[src/rtl/seven_segment_number_frame_defines.svh]
// Assertion macros shared by the seven-segment frame encoder modules
`ifndef SEVEN_SEGMENT_NUMBER_FRAME_DEFINES_SVH
`define SEVEN_SEGMENT_NUMBER_FRAME_DEFINES_SVH

// Same-cycle implication, sampled on clk, off while rst_n is low
`define SSNF_ASSERT_IMP(lbl, ante, cons, msg) \
  lbl: assert property (@(posedge clk) disable iff (!rst_n) (ante) |-> (cons)) else $error(msg);

// Next-cycle implication, sampled on clk, off while rst_n is low
`define SSNF_ASSERT_NEXT(lbl, ante, cons, msg) \
  lbl: assert property (@(posedge clk) disable iff (!rst_n) (ante) |=> (cons)) else $error(msg);

`endif

[src/rtl/ssnf_pkg.sv]
// Types, constants and segment tables of the seven-segment frame encoder
package ssnf_pkg;

  localparam int MAX_DIGITS = 4;
  localparam int CNT_W      = $clog2(MAX_DIGITS + 1);
  localparam int IDX_W      = (MAX_DIGITS > 1) ? $clog2(MAX_DIGITS) : 1;
  localparam int BYTE_W     = CNT_W + 1;

  localparam int QUEUE_DEPTH = 2;
  localparam int QPTR_W      = (QUEUE_DEPTH > 1) ? $clog2(QUEUE_DEPTH) : 1;
  localparam int QCNT_W      = $clog2(QUEUE_DEPTH + 1);

  localparam int CFG_IDX_W = 1;
  localparam logic [CFG_IDX_W-1:0] REG_WIDE_FIRST = 1'b0;
  localparam logic [CFG_IDX_W-1:0] REG_WIDE_LAST  = 1'b1;
  localparam logic [7:0] WIDE_FIRST_RST = 8'd36;
  localparam logic [7:0] WIDE_LAST_RST  = 8'd48;

  // q / 10 == (q * RECIP10) >> RECIP_SHIFT for every q below 2^15
  localparam int Q_W         = 15;
  localparam int QUOT_W      = 12;
  localparam int PROD_W      = 31;
  localparam int RECIP_SHIFT = 19;
  localparam logic [15:0] RECIP10 = 16'd52429;

  localparam logic signed [15:0] DASH_VALUE = -16'sd45;
  localparam logic [15:0] NARROW_DASH = 16'h0004;
  localparam logic [15:0] WIDE_DASH   = 16'h0204;

  typedef struct packed {
    logic [7:0]                  addr;
    logic [CNT_W-1:0]            n;
    logic [MAX_DIGITS-1:0][15:0] pos;
  } frame_desc_t;

  typedef struct packed {
    logic full;
    logic empty;
  } q_stat_t;

  function automatic logic [15:0] narrow_pat(input logic [3:0] d);
    logic [15:0] p;
    unique case (d)
      4'd0:    p = 16'h00F3;
      4'd1:    p = 16'h0060;
      4'd2:    p = 16'h00B5;
      4'd3:    p = 16'h00F4;
      4'd4:    p = 16'h0066;
      4'd5:    p = 16'h00D6;
      4'd6:    p = 16'h00D7;
      4'd7:    p = 16'h0070;
      4'd8:    p = 16'h00F7;
      4'd9:    p = 16'h00F6;
      default: p = 16'h0000;
    endcase
    return p;
  endfunction

  function automatic logic [15:0] wide_pat(input logic [3:0] d);
    logic [15:0] p;
    unique case (d)
      4'd0:    p = 16'hF1FB;
      4'd1:    p = 16'h3060;
      4'd2:    p = 16'hD2BD;
      4'd3:    p = 16'h72FC;
      4'd4:    p = 16'h3366;
      4'd5:    p = 16'h63DE;
      4'd6:    p = 16'hE3DF;
      4'd7:    p = 16'h3078;
      4'd8:    p = 16'hF3FF;
      4'd9:    p = 16'h73FE;
      default: p = 16'h0000;
    endcase
    return p;
  endfunction

endpackage

[src/rtl/ssnf_in_if.sv]
// Input channel: start address, value, digit count and leading-zero flag
interface ssnf_in_if;
  logic               valid;
  logic               ready;
  logic [7:0]         start_address;
  logic signed [15:0] value;
  logic [2:0]         digit_count;
  logic               pad_zeros;

  modport source (output valid, start_address, value, digit_count, pad_zeros, input ready);
  modport sink   (input valid, start_address, value, digit_count, pad_zeros, output ready);
endinterface

[src/rtl/ssnf_out_if.sv]
// Result channel: one frame byte per beat with a last-byte flag
interface ssnf_out_if;
  logic       valid;
  logic       ready;
  logic [7:0] frame_byte;
  logic       last_byte;

  modport source (output valid, frame_byte, last_byte, input ready);
  modport sink   (input valid, frame_byte, last_byte, output ready);
endinterface

[src/rtl/ssnf_front.sv]
// Front end: window registers, item classification and digit conversion
module ssnf_front (
  input  logic                        clk,
  input  logic                        rst_n,
  input  logic                        cfg_we,
  input  logic [ssnf_pkg::CFG_IDX_W-1:0] cfg_index,
  input  logic [7:0]                  cfg_data,
  ssnf_in_if.sink                     in_ch,
  input  ssnf_pkg::q_stat_t           q_stat,
  output logic                        q_push,
  output ssnf_pkg::frame_desc_t       q_wdata
);
  import ssnf_pkg::*;

  localparam logic [1:0] ST_IDLE = 2'd0;
  localparam logic [1:0] ST_CONV = 2'd1;
  localparam logic [1:0] ST_PUSH = 2'd2;

  logic [1:0]                  state_r, state_nxt;
  logic [7:0]                  win_first_r, win_last_r;
  logic [7:0]                  addr_r, addr_nxt;
  logic [CNT_W-1:0]            n_r, n_nxt;
  logic [CNT_W-1:0]            k_r, k_nxt;
  logic                        lz_r, lz_nxt;
  logic                        wide_r, wide_nxt;
  logic [Q_W-1:0]              q_r, q_nxt;
  logic [MAX_DIGITS-1:0][15:0] pos_r, pos_nxt;

  logic [CNT_W-1:0]            n_sat;
  logic                        in_wide;
  logic [MAX_DIGITS-1:0][15:0] dash_pos;
  logic [PROD_W-1:0]           prod;
  logic [QUOT_W-1:0]           quot;
  logic [Q_W-1:0]              tenq;
  logic [Q_W-1:0]              rem_full;
  logic [3:0]                  rem;
  logic [CNT_W-1:0]            km1;

  assign in_ch.ready = (state_r == ST_IDLE);

  assign n_sat = (int'(in_ch.digit_count) > MAX_DIGITS) ? CNT_W'(MAX_DIGITS)
                                                        : CNT_W'(in_ch.digit_count);
  assign in_wide = (in_ch.start_address >= win_first_r) &&
                   (in_ch.start_address <= win_last_r);

  // Dashes fill the rightmost positions; wide window without leading zeros keeps two
  always_comb begin
    int drawn;
    drawn = int'(n_sat);
    if (in_wide && !in_ch.pad_zeros && drawn > 2) begin
      drawn = 2;
    end
    for (int i = 0; i < MAX_DIGITS; i++) begin
      if (i < int'(n_sat) && i >= int'(n_sat) - drawn) begin
        dash_pos[i] = in_wide ? WIDE_DASH : NARROW_DASH;
      end else begin
        dash_pos[i] = 16'h0000;
      end
    end
  end

  // One decimal digit per cycle through a reciprocal multiply
  assign prod     = PROD_W'(q_r) * PROD_W'(RECIP10);
  assign quot     = prod[RECIP_SHIFT +: QUOT_W];
  assign tenq     = Q_W'({quot, 3'b000}) + Q_W'({quot, 1'b0});
  assign rem_full = q_r - tenq;
  assign rem      = rem_full[3:0];
  assign km1      = k_r - 1'b1;

  always_comb begin
    state_nxt = state_r;
    addr_nxt  = addr_r;
    n_nxt     = n_r;
    k_nxt     = k_r;
    lz_nxt    = lz_r;
    wide_nxt  = wide_r;
    q_nxt     = q_r;
    pos_nxt   = pos_r;
    unique case (state_r)
      ST_IDLE: begin
        if (in_ch.valid) begin
          addr_nxt = in_ch.start_address;
          n_nxt    = n_sat;
          k_nxt    = n_sat;
          lz_nxt   = in_ch.pad_zeros;
          wide_nxt = in_wide;
          q_nxt    = in_ch.value[Q_W-1:0];
          pos_nxt  = '0;
          if (in_ch.value[15]) begin
            if (in_ch.value == DASH_VALUE) begin
              pos_nxt = dash_pos;
            end
            state_nxt = ST_PUSH;
          end else if (n_sat == '0) begin
            state_nxt = ST_PUSH;
          end else begin
            state_nxt = ST_CONV;
          end
        end
      end
      ST_CONV: begin
        pos_nxt[km1[IDX_W-1:0]] = wide_r ? wide_pat(rem) : narrow_pat(rem);
        q_nxt = Q_W'(quot);
        k_nxt = km1;
        // stop at the leftmost position, or once the quotient runs out without leading zeros
        if (km1 == '0 || (!lz_r && quot == '0)) begin
          state_nxt = ST_PUSH;
        end
      end
      ST_PUSH: begin
        if (!q_stat.full) begin
          state_nxt = ST_IDLE;
        end
      end
      default: state_nxt = ST_IDLE;
    endcase
  end

  assign q_push       = (state_r == ST_PUSH) && !q_stat.full;
  assign q_wdata.addr = addr_r;
  assign q_wdata.n    = n_r;
  assign q_wdata.pos  = pos_r;

  always_ff @(posedge clk) begin
    if (!rst_n) begin
      state_r     <= ST_IDLE;
      win_first_r <= WIDE_FIRST_RST;
      win_last_r  <= WIDE_LAST_RST;
    end else begin
      state_r <= state_nxt;
      if (cfg_we) begin
        unique case (cfg_index)
          REG_WIDE_FIRST: win_first_r <= cfg_data;
          REG_WIDE_LAST:  win_last_r  <= cfg_data;
        endcase
      end
    end
  end

  always_ff @(posedge clk) begin
    addr_r <= addr_nxt;
    n_r    <= n_nxt;
    k_r    <= k_nxt;
    lz_r   <= lz_nxt;
    wide_r <= wide_nxt;
    q_r    <= q_nxt;
    pos_r  <= pos_nxt;
  end

endmodule

[src/rtl/ssnf_queue.sv]
// Short queue of frame descriptors between front end and byte serializer
`include "seven_segment_number_frame_defines.svh"

module ssnf_queue (
  input  logic                  clk,
  input  logic                  rst_n,
  input  logic                  push,
  input  ssnf_pkg::frame_desc_t wdata,
  input  logic                  pop,
  output ssnf_pkg::frame_desc_t rdata,
  output ssnf_pkg::q_stat_t     stat
);
  import ssnf_pkg::*;

  frame_desc_t       mem_r [QUEUE_DEPTH];
  logic [QPTR_W-1:0] wr_ptr_r, rd_ptr_r;
  logic [QCNT_W-1:0] cnt_r;

  function automatic logic [QPTR_W-1:0] ptr_inc(input logic [QPTR_W-1:0] p);
    return (int'(p) == QUEUE_DEPTH - 1) ? '0 : p + 1'b1;
  endfunction

  assign stat.full  = (int'(cnt_r) == QUEUE_DEPTH);
  assign stat.empty = (cnt_r == '0);
  assign rdata      = mem_r[rd_ptr_r];

  always_ff @(posedge clk) begin
    if (!rst_n) begin
      wr_ptr_r <= '0;
      rd_ptr_r <= '0;
      cnt_r    <= '0;
    end else begin
      if (push) begin
        wr_ptr_r <= ptr_inc(wr_ptr_r);
      end
      if (pop) begin
        rd_ptr_r <= ptr_inc(rd_ptr_r);
      end
      if (push && !pop) begin
        cnt_r <= cnt_r + 1'b1;
      end else if (pop && !push) begin
        cnt_r <= cnt_r - 1'b1;
      end
    end
  end

  always_ff @(posedge clk) begin
    if (push) begin
      mem_r[wr_ptr_r] <= wdata;
    end
  end

  `SSNF_ASSERT_IMP(a_no_overflow, push, !stat.full || pop, "descriptor pushed into full queue")
  `SSNF_ASSERT_IMP(a_no_underflow, pop, !stat.empty, "descriptor popped from empty queue")

endmodule

[src/rtl/ssnf_back.sv]
// Back end: serializes one frame descriptor into address and segment bytes
`include "seven_segment_number_frame_defines.svh"

module ssnf_back (
  input  logic                  clk,
  input  logic                  rst_n,
  input  ssnf_pkg::frame_desc_t q_rdata,
  input  ssnf_pkg::q_stat_t     q_stat,
  output logic                  q_pop,
  ssnf_out_if.source            out_ch
);
  import ssnf_pkg::*;

  logic              busy_r;
  frame_desc_t       desc_r;
  logic [BYTE_W-1:0] cnt_r;
  logic              out_valid_r;
  logic [7:0]        out_byte_r;
  logic              out_last_r;

  logic              emit;
  logic              last;
  logic [BYTE_W-1:0] last_cnt;
  logic [BYTE_W-1:0] cnt_m1;
  logic [15:0]       cur_pos;
  logic [7:0]        sel_byte;

  // byte 0 is the address, then low and high byte of each position
  assign last_cnt = {desc_r.n, 1'b0};
  assign cnt_m1   = cnt_r - 1'b1;
  assign cur_pos  = desc_r.pos[cnt_m1[IDX_W:1]];
  assign sel_byte = (cnt_r == '0) ? desc_r.addr :
                    (cnt_r[0] ? cur_pos[7:0] : cur_pos[15:8]);
  assign last     = (cnt_r == last_cnt);

  // advance when the output register is free or its beat is taken
  assign emit  = busy_r && (!out_valid_r || out_ch.ready);
  assign q_pop = !busy_r && !q_stat.empty;

  assign out_ch.valid      = out_valid_r;
  assign out_ch.frame_byte = out_byte_r;
  assign out_ch.last_byte  = out_last_r;

  always_ff @(posedge clk) begin
    if (!rst_n) begin
      busy_r      <= 1'b0;
      out_valid_r <= 1'b0;
    end else begin
      if (q_pop) begin
        busy_r <= 1'b1;
      end else if (emit && last) begin
        busy_r <= 1'b0;
      end
      if (emit) begin
        out_valid_r <= 1'b1;
      end else if (out_ch.ready) begin
        out_valid_r <= 1'b0;
      end
    end
  end

  always_ff @(posedge clk) begin
    if (q_pop) begin
      desc_r <= q_rdata;
      cnt_r  <= '0;
    end else if (emit) begin
      cnt_r <= cnt_r + 1'b1;
    end
    if (emit) begin
      out_byte_r <= sel_byte;
      out_last_r <= last;
    end
  end

  `SSNF_ASSERT_IMP(a_pop_when_idle, q_pop, !busy_r, "descriptor loaded while a frame is in flight")
  `SSNF_ASSERT_IMP(a_cnt_in_frame, busy_r, cnt_r <= last_cnt, "byte counter ran past the frame")
  `SSNF_ASSERT_NEXT(a_last_ends_frame, emit && last, !busy_r && out_last_r, "frame did not close on its last byte")

endmodule

[src/rtl/seven_segment_number_frame.sv]
// Path: with the back end idle, an input beat passes the conversion state once per digit
// converted (at most n, none for negative values or zero count), the push state, the queue,
// desc_r and the output register. Throughput: one byte per cycle within a frame while the
// sink is ready; a 2n + 1 byte frame holds the serializer until its last byte is out.
// The front end converts one digit per cycle with a reciprocal multiplier.
// Reset: window registers return to 36..48, the descriptor queue empties, no beat pending.
module seven_segment_number_frame (
  input  logic                           clk,
  input  logic                           rst_n,
  input  logic                           cfg_we,
  input  logic [ssnf_pkg::CFG_IDX_W-1:0] cfg_index,
  input  logic [7:0]                     cfg_data,
  ssnf_in_if.sink                        in_ch,
  ssnf_out_if.source                     out_ch
);
  import ssnf_pkg::*;

  q_stat_t     q_stat;
  logic        q_push;
  logic        q_pop;
  frame_desc_t q_wdata;
  frame_desc_t q_rdata;

  ssnf_front u_front (
    .clk       (clk),
    .rst_n     (rst_n),
    .cfg_we    (cfg_we),
    .cfg_index (cfg_index),
    .cfg_data  (cfg_data),
    .in_ch     (in_ch),
    .q_stat    (q_stat),
    .q_push    (q_push),
    .q_wdata   (q_wdata)
  );

  ssnf_queue u_queue (
    .clk   (clk),
    .rst_n (rst_n),
    .push  (q_push),
    .wdata (q_wdata),
    .pop   (q_pop),
    .rdata (q_rdata),
    .stat  (q_stat)
  );

  ssnf_back u_back (
    .clk     (clk),
    .rst_n   (rst_n),
    .q_rdata (q_rdata),
    .q_stat  (q_stat),
    .q_pop   (q_pop),
    .out_ch  (out_ch)
  );

endmodule

[src/flat_wrapper.sv]
// flat-port wrapper written by rule: the top's interface ports become plain ports
module seven_segment_number_frame_flat import ssnf_pkg::*;
  (clk, rst_n, cfg_we, cfg_index, cfg_data, in_ch_valid, in_ch_start_address, in_ch_value, in_ch_digit_count, in_ch_pad_zeros, in_ch_ready, out_ch_valid, out_ch_frame_byte, out_ch_last_byte, out_ch_ready);
  ssnf_in_if in_ch_i ();
  ssnf_out_if out_ch_i ();
  input  logic clk;
  input  logic rst_n;
  input  logic cfg_we;
  input  logic [ssnf_pkg::CFG_IDX_W-1:0] cfg_index;
  input  logic [7:0] cfg_data;
  input wire logic [$bits(in_ch_i.valid)-1:0] in_ch_valid;
  input wire logic [$bits(in_ch_i.start_address)-1:0] in_ch_start_address;
  input wire logic [$bits(in_ch_i.value)-1:0] in_ch_value;
  input wire logic [$bits(in_ch_i.digit_count)-1:0] in_ch_digit_count;
  input wire logic [$bits(in_ch_i.pad_zeros)-1:0] in_ch_pad_zeros;
  output wire logic [$bits(in_ch_i.ready)-1:0] in_ch_ready;
  output wire logic [$bits(out_ch_i.valid)-1:0] out_ch_valid;
  output wire logic [$bits(out_ch_i.frame_byte)-1:0] out_ch_frame_byte;
  output wire logic [$bits(out_ch_i.last_byte)-1:0] out_ch_last_byte;
  input wire logic [$bits(out_ch_i.ready)-1:0] out_ch_ready;
  assign in_ch_i.valid = in_ch_valid;
  assign in_ch_i.start_address = in_ch_start_address;
  assign in_ch_i.value = in_ch_value;
  assign in_ch_i.digit_count = in_ch_digit_count;
  assign in_ch_i.pad_zeros = in_ch_pad_zeros;
  assign in_ch_ready = in_ch_i.ready;
  assign out_ch_valid = out_ch_i.valid;
  assign out_ch_frame_byte = out_ch_i.frame_byte;
  assign out_ch_last_byte = out_ch_i.last_byte;
  assign out_ch_i.ready = out_ch_ready;
  seven_segment_number_frame u_core (.clk(clk), .rst_n(rst_n), .cfg_we(cfg_we), .cfg_index(cfg_index), .cfg_data(cfg_data), .in_ch(in_ch_i), .out_ch(out_ch_i));
endmodule
[config.mk]
export PLATFORM = sky130hd
export DESIGN_NAME = seven_segment_number_frame_flat
export DESIGN_NICKNAME = d
export VERILOG_FILES = /design/src/rtl/ssnf_pkg.sv /design/src/rtl/ssnf_in_if.sv /design/src/rtl/ssnf_out_if.sv /design/src/rtl/ssnf_front.sv /design/src/rtl/ssnf_queue.sv /design/src/rtl/ssnf_back.sv /design/src/rtl/seven_segment_number_frame.sv /design/src/flat_wrapper.sv
export VERILOG_INCLUDE_DIRS = /design/src /design/src/rtl
export SDC_FILE = /design/constraint.sdc
export NUM_CORES = 1
export LEC_CHECK = 0
export BUFFER_PORTS_ARGS = -buffer_cell sky130_fd_sc_hd__buf_2
export CAP_MARGIN = 20
export CORE_MARGIN = 2
export CORE_UTILIZATION = 60
export DETAILED_ROUTE_END_ITERATION = 16
export GPL_ROUTABILITY_DRIVEN = 0
export PLACE_DENSITY = 0.8
export SLEW_MARGIN = 10
export SYNTH_ARGS = -nofsm -noshare
export SYNTH_HDL_FRONTEND = slang
export SYNTH_SLANG_ARGS = --single-unit
[constraint.sdc]
create_clock -name clk -period 7.88 [get_ports clk]
set_input_delay 1.576 -clock clk [delete_from_list [all_inputs] [get_ports clk]]
set_output_delay 1.576 -clock clk [all_outputs]
set_load 0.02 [all_outputs]
==> results by group <==
Setup path
  – CP most frequent cell: fa_1
  – Startpoint types: register
  – Cell Chain, Critical Path: inv_1, ha_1, fa_1, inv_1, fa_1, fa_1, fa_1, fa_1, ha_1, and3_4, and3_1, a32o_1, or3_4, and2_1, ha_1, xnor2_1, a211oi_1, and3_1, a2111o_1, nand2_1, o22ai_1
  – Top Family by Delay on Critical Path: adder cells
  – Crit path DAT: 7.63 ns
  – Crit-path slowest cell: fa_1
  – Required @ worst endpoint: 8.11 ns
  – Critical path's largest stage delay: 0.63 ns
  – WS Path Type: reg -> reg
  – CP Capture Type: register
  – WP buf/inv: 2
  – Critical path peak fanout: 6

Floorplanning
  – Die Y: 180 µm
  – Ports: 53
  – Die ar.: about 32000 µm²
  – Initial Utilization: 0.609
  – Core ar.: 30500 µm²
  – Num rows: 64
  – Die X: 180 µm

Clock network
  – Setup repair bufs after CTS: 0
  – Worst-skew pair later-pin latency: 0.53 ns
  – Cts repair resizes: 0
  – Root buf cell: clkbuf_16
  – H-tree depth: 2
  – CTS max path bufs: 3
  – Num CTS Buffers: 36
  – Clock-pin slew on the worst setup and hold paths: 0.06 ns
  – TritonCTS clock tree: done
  – # clock sinks: about 360
  – CTS Hold Buffers Added: 0

Timing
  – Fin crit period: 7.40 ns
  – Setup-failing EPs final: 0
  – Worst-margin pin slew: 1.11 ns
  – Achievable clock frequency: 135 MHz
  – Hold slack: approximately 0.45 ns
  – Hold Vio Cnt, Final: 0
  – Clk_skew: approximately 0.028 ns
  – Slew Limit Headroom: 0.261
  – RSZ-0062 raised after global routing: false
  – TNS Setup: 0 ns
  – Fin. max-slew vios: 0
  – Setup WS post-layout: 0.483 ns
  – Period utilization: 0.939

Global route
  – Vias in the first global route: 11764
  – Met1 global-route usage: 0.325
  – First-pass GRT wire length: roughly 63000 µm
  – Global routing's busiest layer: met2
  – Overflow left after global routing: 0
  – Met2 Resource Use GR: 0.431
  – M3 GR Usage: 0.0308
  – Largest net degree at the start of global routing: 82
  – Gr usage total: 0.248
  – Initial antenna violation count: 0

Detailed routing
  – Avg WL per Cell: 21.2 µm
  – Vias/cell: 6.06
  – DRT iter0 DRCs: 1173
  – DR vias: ~11000
  – Antenna Violating Nets Remaining: 0
  – Router iterations before antenna repair: 5
  – Drt drc: 0
  – WL final: 39400 µm

Run
  – Max-cap violations: 0

Final layout
  – Share of layout cells above drive strength 1: 0.157
  – Nets: 1692
  – Layout area overhead: 9.52%
  – Filler cells: 2025
  – Diodes inserted: 0

Synthesis
  – Post-synth top area cell: edfxtp_1
  – Synth top area share: 0.532
  – Mapped Nets: approximately 1600
  – Netlist Area Pre-Place: 18600 µm²
  – Seq/Total Area, Yosys: 0.562
  – Mean Syn Cell Area: 13.4 µm²
  – Post-synth cell types: 78
  – Flops & latches, synth: 357
  – Synth Flop Type: edfxtp_1
  – Total number of yosys warnings: 0
  – Ys async rst share: 0
  – Post-synth EDFFs: 329
  – Synth Instances: 1390
  – Synth area leaders: edfxtp_1 53%, ha_1 10%, fa_1 6.3%

Placed design
  – IO Port Bufs: 52
  – Pre-CTS setup slack: 0.606 ns
  – DPL Wire Length: approximately 27000 µm

Worst hold path
  – Hold Crit Class: reg -> reg

Outcome
  – Status: completed
==> worst register-to-register path: cells and delay by family (launching register included) <==
family / cells / cell delay [ns]
fa+ha+maj: 8 / 3.57
simple gates: 6 / 1.36
compound gates: 4 / 1.08
flops: 1 / 0.45
xor+xnor: 1 / 0.45
buf+inv: 2 / 0.21
==> area by class of cell <==
cell class	count	area (µm²)	area share
well taps	396	495	0.0244
repair buffers	67	373	0.0183
clock buffers	41	920	0.0452
flip-flops and latches	357	10400	0.513
clock inverters	19	175	0.00861
multi-input cells	844	7430	0.365
inverters	136	510	0.0251
==> worst paths after layout <==
path | startpoint | slack [ns] | endpoint | cells past startpoint
worst max-delay path | u_core.u_front.q_r[0] | 0.48 | u_core.u_front.q_wdata[9] | 21
worst min-delay path | u_core.u_front.addr_r[7] | 0.45 | u_core.u_queue.mem_r[1][74] | 0
worst max register to register | u_core.u_front.q_r[0] | 0.48 | u_core.u_front.q_wdata[9] | 21
worst min register to register | u_core.u_front.addr_r[7] | 0.45 | u_core.u_queue.mem_r[1][74] | 0
==> per-stage QoR <==
stage                util  cell area, µm²  std cells
floorplan               -           18600       1390
global placement    0.631           19300       1800
detailed placement  0.631           19300       1800
CTS                 0.667           20300       1860
global route        0.667           20300       1860
finish              0.667           20300       1860
==> per-layer routing <==
metal  vias to the layer above  part of all wire
li1                       5200                 -
met3                        99             0.056
met5                         -                 0
met2                       435              0.51
met1                      5540              0.40
met4                         0             0.032
==> cell families (layout without fill, tap and decap cells) <==
family          after synthesis  after routing  share of synthesized area
compound gates              235            235                     0.0785
xor+xnor                     28             28                     0.0132
fa+ha+maj                   208            208                      0.164
buf+inv                     189            263                     0.0399
flops                       357            357                      0.562
mux                         102            102                     0.0711
other cells                   1              1                   0.000202
simple gates                270            270                     0.0716
==> synthesized netlist by cell type (8+ instances only) <==
cell type and count:
nand3_1 25, inv_1 133, mux4_2 16, xnor2_1 15, mux2_2 76, ha_1 150, a21o_1 10, and2_1 9
o21ai_0 69, a21oi_1 62, and3_1 23, nand4_1 8, dfxtp_1 28, edfxtp_1 329, nor3_1 13, o211ai_1 11
mux2i_1 9, a31oi_1 19, o31ai_1 12, nor2_1 36, nand2_1 110, clkbuf_1 43, xor2_1 13, fa_1 58
nor2b_1 8
==> sequential cells by signal, summed over array words and instances (netlist names), 2 cells and up <==
signal,cells
u_core.u_front.win_last_r,8
u_core.u_front.n_r,3
u_core.u_back.out_ch.frame_byte,8
u_core.u_front.k_r,3
u_core.u_front.q_wdata,64
u_core.u_front.q_r,15
u_core.u_front.addr_r,8
u_core.u_queue.cnt_r,2
u_core.u_back.cnt_r,4
u_core.u_queue.mem_r,150
u_core.u_front.win_first_r,8
u_core.u_back.desc_r,75
u_core.u_front.state_r,2
==> cell usage in the layout, fill, tap and decap left out, drive strengths merged, types with 25 or more instances in the layout <==
cell type,instances
ha,150
inv,137
nand2,110
a21oi,64
mux2,77
clkbuf,41
fa,58
edfxtp,329
nand3,25
buf,67
nor2,36
o21ai,76
dfxtp,28
Power is left out: the tool's default activity adds up to more than one toggle a clock period on the data nets, which glitch-free logic cannot reach.
